### src/assert_macros.svh
// Assertion macros used by the converter top level.
`ifndef ASSERT_MACROS_SVH
`define ASSERT_MACROS_SVH
`ifndef NO_ASSERTIONS
`define U2DA_ASSERT(lbl, clk, rst_n, prop) \
  lbl: assert property (@(posedge clk) disable iff (!rst_n) prop) \
    else $error("u2da assertion failed");
`define U2DA_NEVER(lbl, clk, rst_n, expr) \
  lbl: assert property (@(posedge clk) disable iff (!rst_n) !(expr)) \
    else $error("u2da forbidden condition seen");
`else
`define U2DA_ASSERT(lbl, clk, rst_n, prop)
`define U2DA_NEVER(lbl, clk, rst_n, expr)
`endif
`endif

### src/u2da_pkg.sv
// Shared constants and types of the binary to decimal ASCII converter.
package u2da_pkg;

  localparam int VALUE_W        = 32;
  localparam int CHAR_W         = 6;
  localparam int DIGIT_W        = 4;
  localparam int DIGIT_SLOTS    = 10;
  localparam int MAX_DIGITS_DEF = 10;
  localparam int CNT_W          = $clog2(DIGIT_SLOTS + 1);

  // Exact divide by ten for 32-bit operands: q = (n * RECIP_10) >> RECIP_SHIFT
  localparam logic [VALUE_W-1:0] RECIP_10    = 32'hCCCC_CCCD;
  localparam int                 RECIP_SHIFT = 35;
  localparam int                 Q_W         = 2 * VALUE_W - RECIP_SHIFT;

  localparam logic [CHAR_W-1:0]  ASCII_ZERO  = 6'h30;

  // Control that travels with each request through the pipeline
  typedef struct packed {
    logic             valid;
    logic             live;   // this stage still produces a digit (always set at the first stage)
    logic [CNT_W-1:0] count;  // digits produced so far
  } u2da_ctl_t;

endpackage

### src/u2da_div_stage.sv
// One digit stage: reciprocal multiply, then remainder extraction.
module u2da_div_stage
  import u2da_pkg::*;
#(
  parameter int SLOT  = 0,
  parameter int NSLOT = DIGIT_SLOTS
) (
  input  logic                       clk,
  input  logic                       rst_n,
  input  logic                       adv,
  input  u2da_ctl_t                  ctl_i,
  input  logic [VALUE_W-1:0]         value_i,
  input  logic [NSLOT*DIGIT_W-1:0]   digits_i,
  output u2da_ctl_t                  ctl_o,
  output logic [VALUE_W-1:0]         value_o,
  output logic [NSLOT*DIGIT_W-1:0]   digits_o
);

  logic [2*VALUE_W-1:0]       prod;
  u2da_ctl_t                  ctl_a_r;
  logic [Q_W-1:0]             q_a_r;
  logic [DIGIT_W-1:0]         nlo_a_r;
  logic [NSLOT*DIGIT_W-1:0]   dig_a_r;

  logic [DIGIT_W-1:0]         times10_lo;
  logic [DIGIT_W-1:0]         digit;
  u2da_ctl_t                  ctl_b_nxt;
  logic [NSLOT*DIGIT_W-1:0]   dig_b_nxt;
  u2da_ctl_t                  ctl_b_r;
  logic [VALUE_W-1:0]         val_b_r;
  logic [NSLOT*DIGIT_W-1:0]   dig_b_r;

  assign prod = {{VALUE_W{1'b0}}, value_i} * {{VALUE_W{1'b0}}, RECIP_10};

  always_ff @(posedge clk) begin
    if (!rst_n) begin
      ctl_a_r <= '0;
    end else if (adv) begin
      ctl_a_r <= ctl_i;
    end
  end

  always_ff @(posedge clk) begin
    if (adv) begin
      q_a_r   <= prod[2*VALUE_W-1:RECIP_SHIFT];
      nlo_a_r <= value_i[DIGIT_W-1:0];
      dig_a_r <= digits_i;
    end
  end

  // Remainder needs only the low nibble: n - 10q is always 0..9
  always_comb begin
    times10_lo = DIGIT_W'({q_a_r[2:0], 1'b0}) + DIGIT_W'({q_a_r[0], 3'b000});
    digit      = nlo_a_r - times10_lo;
    ctl_b_nxt  = ctl_a_r;
    dig_b_nxt  = dig_a_r;
    if (ctl_a_r.live) begin
      ctl_b_nxt.count = CNT_W'(SLOT + 1);
      dig_b_nxt[SLOT*DIGIT_W +: DIGIT_W] = digit;
    end
    ctl_b_nxt.live = ctl_a_r.live && (q_a_r != '0);
  end

  always_ff @(posedge clk) begin
    if (!rst_n) begin
      ctl_b_r <= '0;
    end else if (adv) begin
      ctl_b_r <= ctl_b_nxt;
    end
  end

  always_ff @(posedge clk) begin
    if (adv) begin
      val_b_r <= VALUE_W'(q_a_r);
      dig_b_r <= dig_b_nxt;
    end
  end

  assign ctl_o    = ctl_b_r;
  assign value_o  = val_b_r;
  assign digits_o = dig_b_r;

endmodule

### config.mk
export PLATFORM = sky130hd
export DESIGN_NAME = u2da_div_stage
export DESIGN_NICKNAME = d
export VERILOG_FILES = /design/src/assert_macros.svh /design/src/u2da_pkg.sv /design/src/u2da_div_stage.sv
export SDC_FILE = /design/constraint.sdc
export NUM_CORES = 1
export LEC_CHECK = 0
export ABC_AREA = 1
export BUFFER_PORTS_ARGS = -buffer_cell sky130_fd_sc_hd__buf_4
export CAP_MARGIN = 5
export CORE_MARGIN = 2
export CORE_UTILIZATION = 60
export DETAILED_ROUTE_END_ITERATION = 8
export GPL_ROUTABILITY_DRIVEN = 1
export PLACE_DENSITY = 0.89
export SLEW_MARGIN = 20
export SYNTH_ARGS = -nofsm -noshare
export SYNTH_HDL_FRONTEND = slang
export SYNTH_SLANG_ARGS = --single-unit
### constraint.sdc
create_clock -name clk -period 13.75 [get_ports clk]
set_clock_uncertainty 0.1 [all_clocks]
set_input_delay 1.375 -clock clk [delete_from_list [all_inputs] [get_ports clk]]
set_output_delay 1.375 -clock clk [all_outputs]
set_load 0.01 [all_outputs]
==> flow_summary.json <==
{
  "status": "complete, no violations",
  "insertion_delay_ns": 0.43,
  "io_pins": 159,
  "rrSetupSlack_ns": 12.01,
  "fillCellCount": 3033,
  "wl_um": 70600,
  "hold_viol_final": 0,
  "synth-edff-count": 142,
  "clkTransAtPathRegs_ns": 0.06,
  "avgRoutedWirePerCell_um": 22.0,
  "grt_first_pass_wirelength_um": 110000,
  "worst_r2r_endpoint": "digits_o[3]",
  "final_cells": 3216,
  "fin_crit_sh": 0.562,
  "r2r_cells": 5,
  "first_iter_violations": 1479,
  "final_cell_mix": "inv_1 (733), nand2_1 (422), fa_1 (386)",
  "cp.required_ns": 13.82,
  "drive_above_1_share": 0.0849,
  "dp_cells": 3184,
  "yosys_warnings": 0,
  "fin_nets": 3501,
  "die_w_um": 202,
  "start_kind": "primary input",
  "cts.path.max_buffers": 2,
  "path_class": "in2reg",
  "crit_path_end_kind": "flip-flop",
  "fp.dieH_um": 202,
  "ys_top_cells_by_area": "fa_1 (33%), ha_1 (19%), edfxtp_1 (18%)",
  "rows": 72,
  "routabilityCongestion": 1.07,
  "avgViaCountPerCell": 5.44,
  "clock-sinks": 154,
  "syn_to_final_growth_pct": 10.0,
  "grt_usage": 0.365,
  "initial_utilization": 0.609,
  "cts_root_buffer": "clkbuf_16",
  "fin_crit_ns": 7.73,
  "seq_area_frac_synth": 0.191,
  "rsz0062_at_grt": "false",
  "ys.flop_type": "edfxtp_1",
  "max_freq_mhz": 129,
  "antenna_found_initial": 0,
  "hold_path_class": "reg2reg",
  "overflow": 0,
  "netlist_instances": 2516,
  "cp_max_fo": 5,
  "dr.pass1.iters": 5,
  "synth.distinct_cells": 33,
  "crit_path_start": "value_i[17]",
  "drcViolationCount": 0,
  "dieArea_um2": 40800,
  "whs_path_depth": 0,
  "r2r-start": "q_a_r[1]",
  "ys_async_sr_fraction": 0,
  "hold_start": "dig_a_r[10]",
  "hold_buffers": 0,
  "cts_tree": "done",
  "synth_top_area_share": 0.328,
  "final_common_cell": "inv_1",
  "syn_area_per_cell_um2": 9.35,
  "grt_pass1_vias": 19000,
  "core_um2": 38600,
  "tightest_slew_ns": 1.09,
  "slew_violations": 0,
  "place_hpwl_um": 62500,
  "arrival_ns": 7.80,
  "yosysTopAreaCell": "fa_1",
  "relSlewSlack": 0.276,
  "setup_violations": 0,
  "cap_violations": 0,
  "grt_start_max_net_pins": 86,
  "vias": 17500,
  "syn-cell-area_um2": 23500,
  "hold-path-endpoint": "digits_o[10]",
  "postRouteAntennaNets": 0,
  "cts_made_buffers": 17,
  "ys_seq_elements": 154,
  "portBuffers": 155,
  "htreeDepth": 4,
  "holdWs_ns": 0.318,
  "antennaDiodeCount": 0,
  "cts_resized": 0,
  "fin_setup_tns_ns": 0,
  "cts_setup_buffers": 0
}
## critical path, cell delays in order
cell	delay [ns]
buf_4	0.15
ha_1	0.45
inv_1	0.21
fa_1	0.59
inv_1	0.06
fa_1	0.52
inv_1	0.06
fa_1	0.50
inv_1	0.06
fa_1	0.45
fa_1	0.44
fa_1	0.53
inv_1	0.05
fa_1	0.47
inv_1	0.04
ha_1	0.42
nand2_2	0.14
nor2_2	0.14
inv_1	0.12
nor3_2	0.36
nand2_1	0.24
a21oi_1	0.22
nor2_1	0.06
nand2_1	0.05
nand2_1	0.06
## flip-flops by register name, summed over array words and instances, names as in the netlist
signal,flops
dig_a_r,40
digits_o,40
q_a_r,29
value_o,29
ctl_a_r,6
ctl_o,6
nlo_a_r,4
## worst max-delay path by stage
stage / cells after the start / to / slack [ns]
finish: 25 / q_a_r[2] / 6.02
global route: 25 / q_a_r[2] / 5.80
CTS: 25 / q_a_r[2] / 6.06
detailed placement: 25 / q_a_r[2] / 5.65
global placement: 25 / q_a_r[15] / 5.61
floorplan: 25 / q_a_r[17] / 6.78
## stage by stage
step	instance area (um^2)	worst slack [ns]	utilization
after floorplan	23500	6.78	-
after global placement	25300	5.61	0.655
after detailed placement	25300	5.65	0.655
after CTS	25900	6.06	0.670
after global routing	25900	5.80	0.670
final	25900	6.02	0.670
## final cells by class
class                      count  area, um^2  share of cell area
clock inverter                11         111             0.00430
sequential                   154        4500               0.174
clock buffer                  21         460              0.0178
timing repair buffer         156        1170              0.0454
multi-input combinational   1617       16200               0.626
tap                          518         648              0.0250
inverter                     739        2770               0.107
## synth_stat cells, types with 11 or more instances
| cell | count |
|---|---|
| edfxtp_1 | 142 |
| a21o_1 | 11 |
| o21ai_0 | 51 |
| xor2_1 | 40 |
| ha_1 | 349 |
| fa_1 | 386 |
| nor2_1 | 119 |
| nor2_2 | 13 |
| nand3_1 | 56 |
| nand2_1 | 422 |
| a21oi_1 | 86 |
| inv_1 | 733 |
| dfxtp_1 | 12 |
| o21bai_1 | 16 |
| xnor2_1 | 12 |
## per-layer routing
layer  GRT usage  wire length [um]
met3      0.0529              4960
met4       0.174              3760
met1       0.482             28500
met2       0.599             33400
met5           0                 0
## cell families after synthesis
group,Yosys count,synth area share
adder cells (fa/ha/maj),735,0.514
flip-flops,154,0.191
AND/OR/NAND/NOR,656,0.116
XOR/XNOR,52,0.0194
AO/OA/AOI/OAI,171,0.0399
other,1,0.000159
buffers and inverters,747,0.120
Power is left out: the tool's default activity adds up to more than one toggle a clock period on the data nets, which glitch-free logic cannot reach.
