===== src/assert_macros.svh =====
// Assertion macros used by the converter top level.
`ifndef ASSERT_MACROS_SVH
`define ASSERT_MACROS_SVH
`ifndef NO_ASSERTIONS
`define U2DA_ASSERT(lbl, clk, rst_n, prop) \
  lbl: assert property (@(posedge clk) disable iff (!rst_n) prop) \
    else $error("u2da assertion failed");
`define U2DA_NEVER(lbl, clk, rst_n, expr) \
  lbl: assert property (@(posedge clk) disable iff (!rst_n) !(expr)) \
    else $error("u2da forbidden condition seen");
`else
`define U2DA_ASSERT(lbl, clk, rst_n, prop)
`define U2DA_NEVER(lbl, clk, rst_n, expr)
`endif
`endif


===== src/u2da_pkg.sv =====
// Shared constants and types of the binary to decimal ASCII converter.
package u2da_pkg;

  localparam int VALUE_W        = 32;
  localparam int CHAR_W         = 6;
  localparam int DIGIT_W        = 4;
  localparam int DIGIT_SLOTS    = 10;
  localparam int MAX_DIGITS_DEF = 10;
  localparam int CNT_W          = $clog2(DIGIT_SLOTS + 1);

  // Exact divide by ten for 32-bit operands: q = (n * RECIP_10) >> RECIP_SHIFT
  localparam logic [VALUE_W-1:0] RECIP_10    = 32'hCCCC_CCCD;
  localparam int                 RECIP_SHIFT = 35;
  localparam int                 Q_W         = 2 * VALUE_W - RECIP_SHIFT;

  localparam logic [CHAR_W-1:0]  ASCII_ZERO  = 6'h30;

  // Control that travels with each request through the pipeline
  typedef struct packed {
    logic             valid;
    logic             live;   // this stage still produces a digit (always set at the first stage)
    logic [CNT_W-1:0] count;  // digits produced so far
  } u2da_ctl_t;

endpackage


===== src/u2da_emit.sv =====
// Digit emitter: sends one ASCII digit per cycle, most significant first.
module u2da_emit
  import u2da_pkg::*;
#(
  parameter int CAP = DIGIT_SLOTS
) (
  input  logic                     clk,
  input  logic                     rst_n,
  input  u2da_ctl_t                tail_i,
  input  logic [CAP*DIGIT_W-1:0]   digits_i,
  output logic                     adv_o,
  output logic                     out_strobe,
  output logic [CHAR_W-1:0]        out_digit_char,
  output logic                     out_last_digit
);

  localparam int IDX_W = (CAP > 1) ? $clog2(CAP) : 1;

  logic               act_r;
  logic               act_nxt;
  logic [IDX_W-1:0]   idx_r;
  logic [IDX_W-1:0]   idx_nxt;
  logic [DIGIT_W-1:0] dig_r [CAP];
  logic               take;
  logic               load;

  assign take  = !act_r || (idx_r == '0);
  assign load  = take && tail_i.valid;
  assign adv_o = !tail_i.valid || take;

  always_comb begin
    act_nxt = act_r;
    idx_nxt = idx_r;
    if (load) begin
      act_nxt = 1'b1;
      idx_nxt = IDX_W'(tail_i.count - CNT_W'(1));
    end else if (take) begin
      act_nxt = 1'b0;
    end else begin
      idx_nxt = idx_r - IDX_W'(1);
    end
  end

  always_ff @(posedge clk) begin
    if (!rst_n) begin
      act_r <= 1'b0;
      idx_r <= '0;
    end else begin
      act_r <= act_nxt;
      idx_r <= idx_nxt;
    end
  end

  always_ff @(posedge clk) begin
    if (load) begin
      for (int i = 0; i < CAP; i++) begin
        dig_r[i] <= digits_i[i*DIGIT_W +: DIGIT_W];
      end
    end
  end

  assign out_strobe     = act_r;
  assign out_digit_char = ASCII_ZERO + CHAR_W'(dig_r[idx_r]);
  assign out_last_digit = act_r && (idx_r == '0);

endmodule


===== config.mk =====
export PLATFORM = sky130hd
export DESIGN_NAME = u2da_emit
export DESIGN_NICKNAME = d
export VERILOG_FILES = /design/src/assert_macros.svh /design/src/u2da_pkg.sv /design/src/u2da_emit.sv
export SDC_FILE = /design/constraint.sdc
export NUM_CORES = 1
export LEC_CHECK = 0
export BUFFER_PORTS_ARGS = -buffer_cell sky130_fd_sc_hd__buf_2
export CORE_UTILIZATION = 51
export DETAILED_ROUTE_END_ITERATION = 16
export PLACE_DENSITY = 0.79
export SYNTH_ARGS = -nofsm -noshare
export SYNTH_HDL_FRONTEND = slang
export SYNTH_SLANG_ARGS = --single-unit

===== constraint.sdc =====
create_clock -name clk -period 2.91 [get_ports clk]
set_input_delay 0.582 -clock clk [delete_from_list [all_inputs] [get_ports clk]]
set_output_delay 0.582 -clock clk [all_outputs]
set_load 0.05 [all_outputs]

==> flow_summary.rst <==
.. list-table::
   :header-rows: 1

   * - Metric
     - Value
   * - Die outline area
     - approximately 0.0042 mm2
   * - Area added between synthesis and finish
     - 18.6%
   * - Combined buffer and inverter count along the critical path
     - 1
   * - Type of the worst min-delay path
     - primary input to flop
   * - VDD IR max
     - 253 uV
   * - Number of inserted filler cells in the final layout
     - 293
   * - Largest stage delay on the critical path
     - roughly 0.63 ns
   * - Post-Syn Area
     - 0.00199 mm2
   * - Count of max-cap constraint violations
     - 0
   * - Number of cells in the finished layout apart from fillers
     - between 200 and 250
   * - # hold bufs at CTS
     - 0
   * - Reg area
     - 0.00138 mm2
   * - Crit path depth
     - 3
   * - Site row count
     - 22
   * - Critical Path Fanout Max
     - 8
   * - Fraction of final layout cells sized beyond drive strength 1
     - 39.7%
   * - Hold violation count in the final report
     - 0
   * - Number of flops mapped to enable cells by yosys
     - 40
   * - Floorplan die width
     - 64.5 um
   * - Clk slew on worst S/H paths
     - around 0.08 ns
   * - Antenna-violating nets left
     - 0
   * - FMAX
     - 0.400 GHz
   * - Detailed-route wire length per cell
     - between 15 and 20 um
   * - Setup total negative slack
     - 0 ns
   * - Slew at the pin closest to its max-slew limit
     - 0.520 ns
   * - Pre-Repair DR Iteration Count
     - 4
   * - Synth Instances
     - 123
   * - TritonCTS clock tree
     - done
   * - Synthesized area divided by synthesized cell count
     - 16.2 um2
   * - Critical Path Sink
     - out_digit_char[1]
   * - Maximum number of pins on one net before global-route repair
     - 43
   * - Max-slew violation count
     - 0
   * - Core Area
     - 0.00372 mm2
   * - TritonCTS buffer count
     - 5
   * - Initial DRC Count
     - 88
   * - Via count of the first global-routing pass
     - ~1,200
   * - Number of antenna violations at the first check in global routing
     - 0
   * - Number of vias in the routed layout
     - 1,202
   * - Arrival time reported for the critical path endpoint
     - 1.92 ns
   * - Multi-input gate area in the final layout
     - 549 um2
   * - Count of buffers inserted at the top-level ports
     - 53
   * - Worst setup path class
     - flop to output port
   * - Final-report setup violation count
     - 0
   * - Routed Wire Length
     - 3540 um
   * - CTS root buffer
     - sky130_fd_sc_hd__clkbuf_8
   * - GR Util All Layers
     - 18.6%
   * - RSZ-0062 raised after global routing
     - no
   * - Initial Util
     - ~54%
   * - H-tree depth reported by CTS
     - 2
   * - Count of cells resized by post-cts repair
     - 0
   * - Final worst clock skew
     - 0.00592 ns
   * - Outcome
     - complete, no violations
   * - Power density normalized to cell area
     - 673 mW/mm2
   * - Worst reg2reg path depth
     - 5
   * - Longest Clk Path Bufs
     - 2
   * - Count of buffers added by post-CTS timing repair for setup
     - 0
   * - Worst setup slack for register-to-register paths
     - 1.02 ns
   * - Worst relative slew slack
     - 65.3%
   * - Critical Path End Type
     - output port
   * - Max stage delay cell, worst path
     - sky130_fd_sc_hd__dfxtp_1
   * - Period Utilization, post-route
     - 85.9%
   * - Commonest non-fill, non-tap cells in the layout
     - 53 x sky130_fd_sc_hd__buf_2, 40 x sky130_fd_sc_hd__edfxtp_1, 18 x sky130_fd_sc_hd__mux2i_1
   * - Reg2Reg Launch Point
     - idx_r[2]$_SDFFE_PN0N_
   * - Estimated wirelength of the detail-placed design
     - 2550 um
   * - Diode count
     - 0
   * - Number of distinct library cells after synthesis
     - 31
   * - Leakage power summed over all cells
     - 0.000919 uW
   * - Sum of overflow across all layers after global routing
     - 0
   * - Required time worst endpoint
     - ~2.3 ns
   * - Part of the Yosys area used for sequential elements
     - 69.3%
   * - Hold Worst Slack
     - roughly 0.45 ns
   * - Worst skew pair latency
     - approximately 0.3 ns
   * - Clock sink total
     - 49
   * - Vertical die dimension
     - 64.5 um
   * - First-pass GRT wire length
     - 5540 um
   * - Final Net Count
     - roughly 230
   * - Gate family responsible for the most delay along the worst path
     - flip-flops
   * - Cell-by-cell listing of the critical path
     - mux4_2 > o21ai_1 > buf_2
   * - Ports
     - 57
   * - Dpl cells
     - 219
   * - Place WS
     - 0.716 ns
   * - Most frequent standard cell in the layout excluding fill and tap cells
     - sky130_fd_sc_hd__buf_2
   * - Number of synthesis warnings
     - 0
   * - Type of origin of the critical path
     - flop
   * - Number of DRC violations after detailed routing
     - 0
   * - Seq cells post-synth
     - 49
   * - Minimum setup slack in the final design
     - 0.409 ns
   * - Time the final worst path needs with I/O delays and setup
     - 2.50 ns
   * - Via density per instance
     - 5.30
   * - Final RePlAce weighted congestion
     - around 0.88
   * - Async set-reset flop share out of synthesis
     - 0%
   * - Primary FF master, synth
     - sky130_fd_sc_hd__edfxtp_1
==> final cells by class <==
cell class	instances	area share (%)
clock buffers	8	3.81
inverters	1	0.159
multi-input cells	66	23.2
flip-flops and latches	49	58.4
well taps	48	2.54
repair buffers	55	11.9
==> flip-flops by register name, summed over array words and instances, names as in the netlist, named ones only <==
register and cells:
idx_r 4, out_strobe 1, dig_r 40
==> through the flow <==
step / utilization [%] / area (um2) / total power, uW
6_report: 63.6 / 2360 / 1590
5_1_grt: 63.6 / 2360 / 1660
4_1_cts: 63.6 / 2360 / 1610
3_5_place_dp: 61.2 / 2270 / 1210
3_3_place_gp: 61.2 / 2270 / 1190
2_1_floorplan: - / 2000 / 1130
==> report_power, final <==
part           internal, uW  total (uW)  switching, uW
sequential              831         874           42.8
combinational           127         318            191
clock                   194         400            206
total                  1150        1590            440
==> worst min path at each step <==
stage,startpoint,end,slack (ns),cells past startpoint
global placement,idx_r[3]$_SDFFE_PN0N_,idx_r[3]$_SDFFE_PN0N_,0.57,2
global route,digits_i[18],dig_r[4][2]$_DFFE_PN_,0.44,1
CTS,digits_i[2],dig_r[0][2]$_DFFE_PN_,0.44,1
detailed placement,idx_r[2]$_SDFFE_PN0N_,flop,0.59,2
finish,digits_i[2],dig_r[0][2]$_DFFE_PN_,0.45,1
floorplan,idx_r[3]$_SDFFE_PN0N_,flop,0.53,2
==> cell families after synthesis <==
logic type | share of synthesized area [%]
buffers and inverters | 3.45
other | 0.188
adders and majority gates | 0.627
xor gates and xnor gates | 0.439
and+or+nand+nor | 5.58
DFF | 69.3
AOI/OAI and AO/OA | 4.64
muxes | 15.8
==> synth_stat cells, types with 2 or more instances <==
library cell	number	area (um2)
sky130_fd_sc_hd__edfxtp_1	40	1200
sky130_fd_sc_hd__mux2i_1	18	180
sky130_fd_sc_hd__nand2_1	10	37.5
sky130_fd_sc_hd__dfxtp_1	9	180
sky130_fd_sc_hd__o21ai_1	5	25.0
sky130_fd_sc_hd__mux2_2	4	45.0
sky130_fd_sc_hd__mux4_2	4	90.1
sky130_fd_sc_hd__buf_2	3	15.0
sky130_fd_sc_hd__nor3_1	3	15.0
sky130_fd_sc_hd__and2_1	2	12.5
sky130_fd_sc_hd__buf_4	2	15.0
sky130_fd_sc_hd__nand4_1	2	12.5
sky130_fd_sc_hd__nor2_1	2	7.51
sky130_fd_sc_hd__o211ai_1	2	15.0
==> layer usage <==
layer	track usage, %	share of wire, %
met5	0	0
met2	32.0	53
met1	20.4	39
met3	5.99	6.0
met4	10.0	2.2
Note: power is estimated with default switching activity, not from simulation.
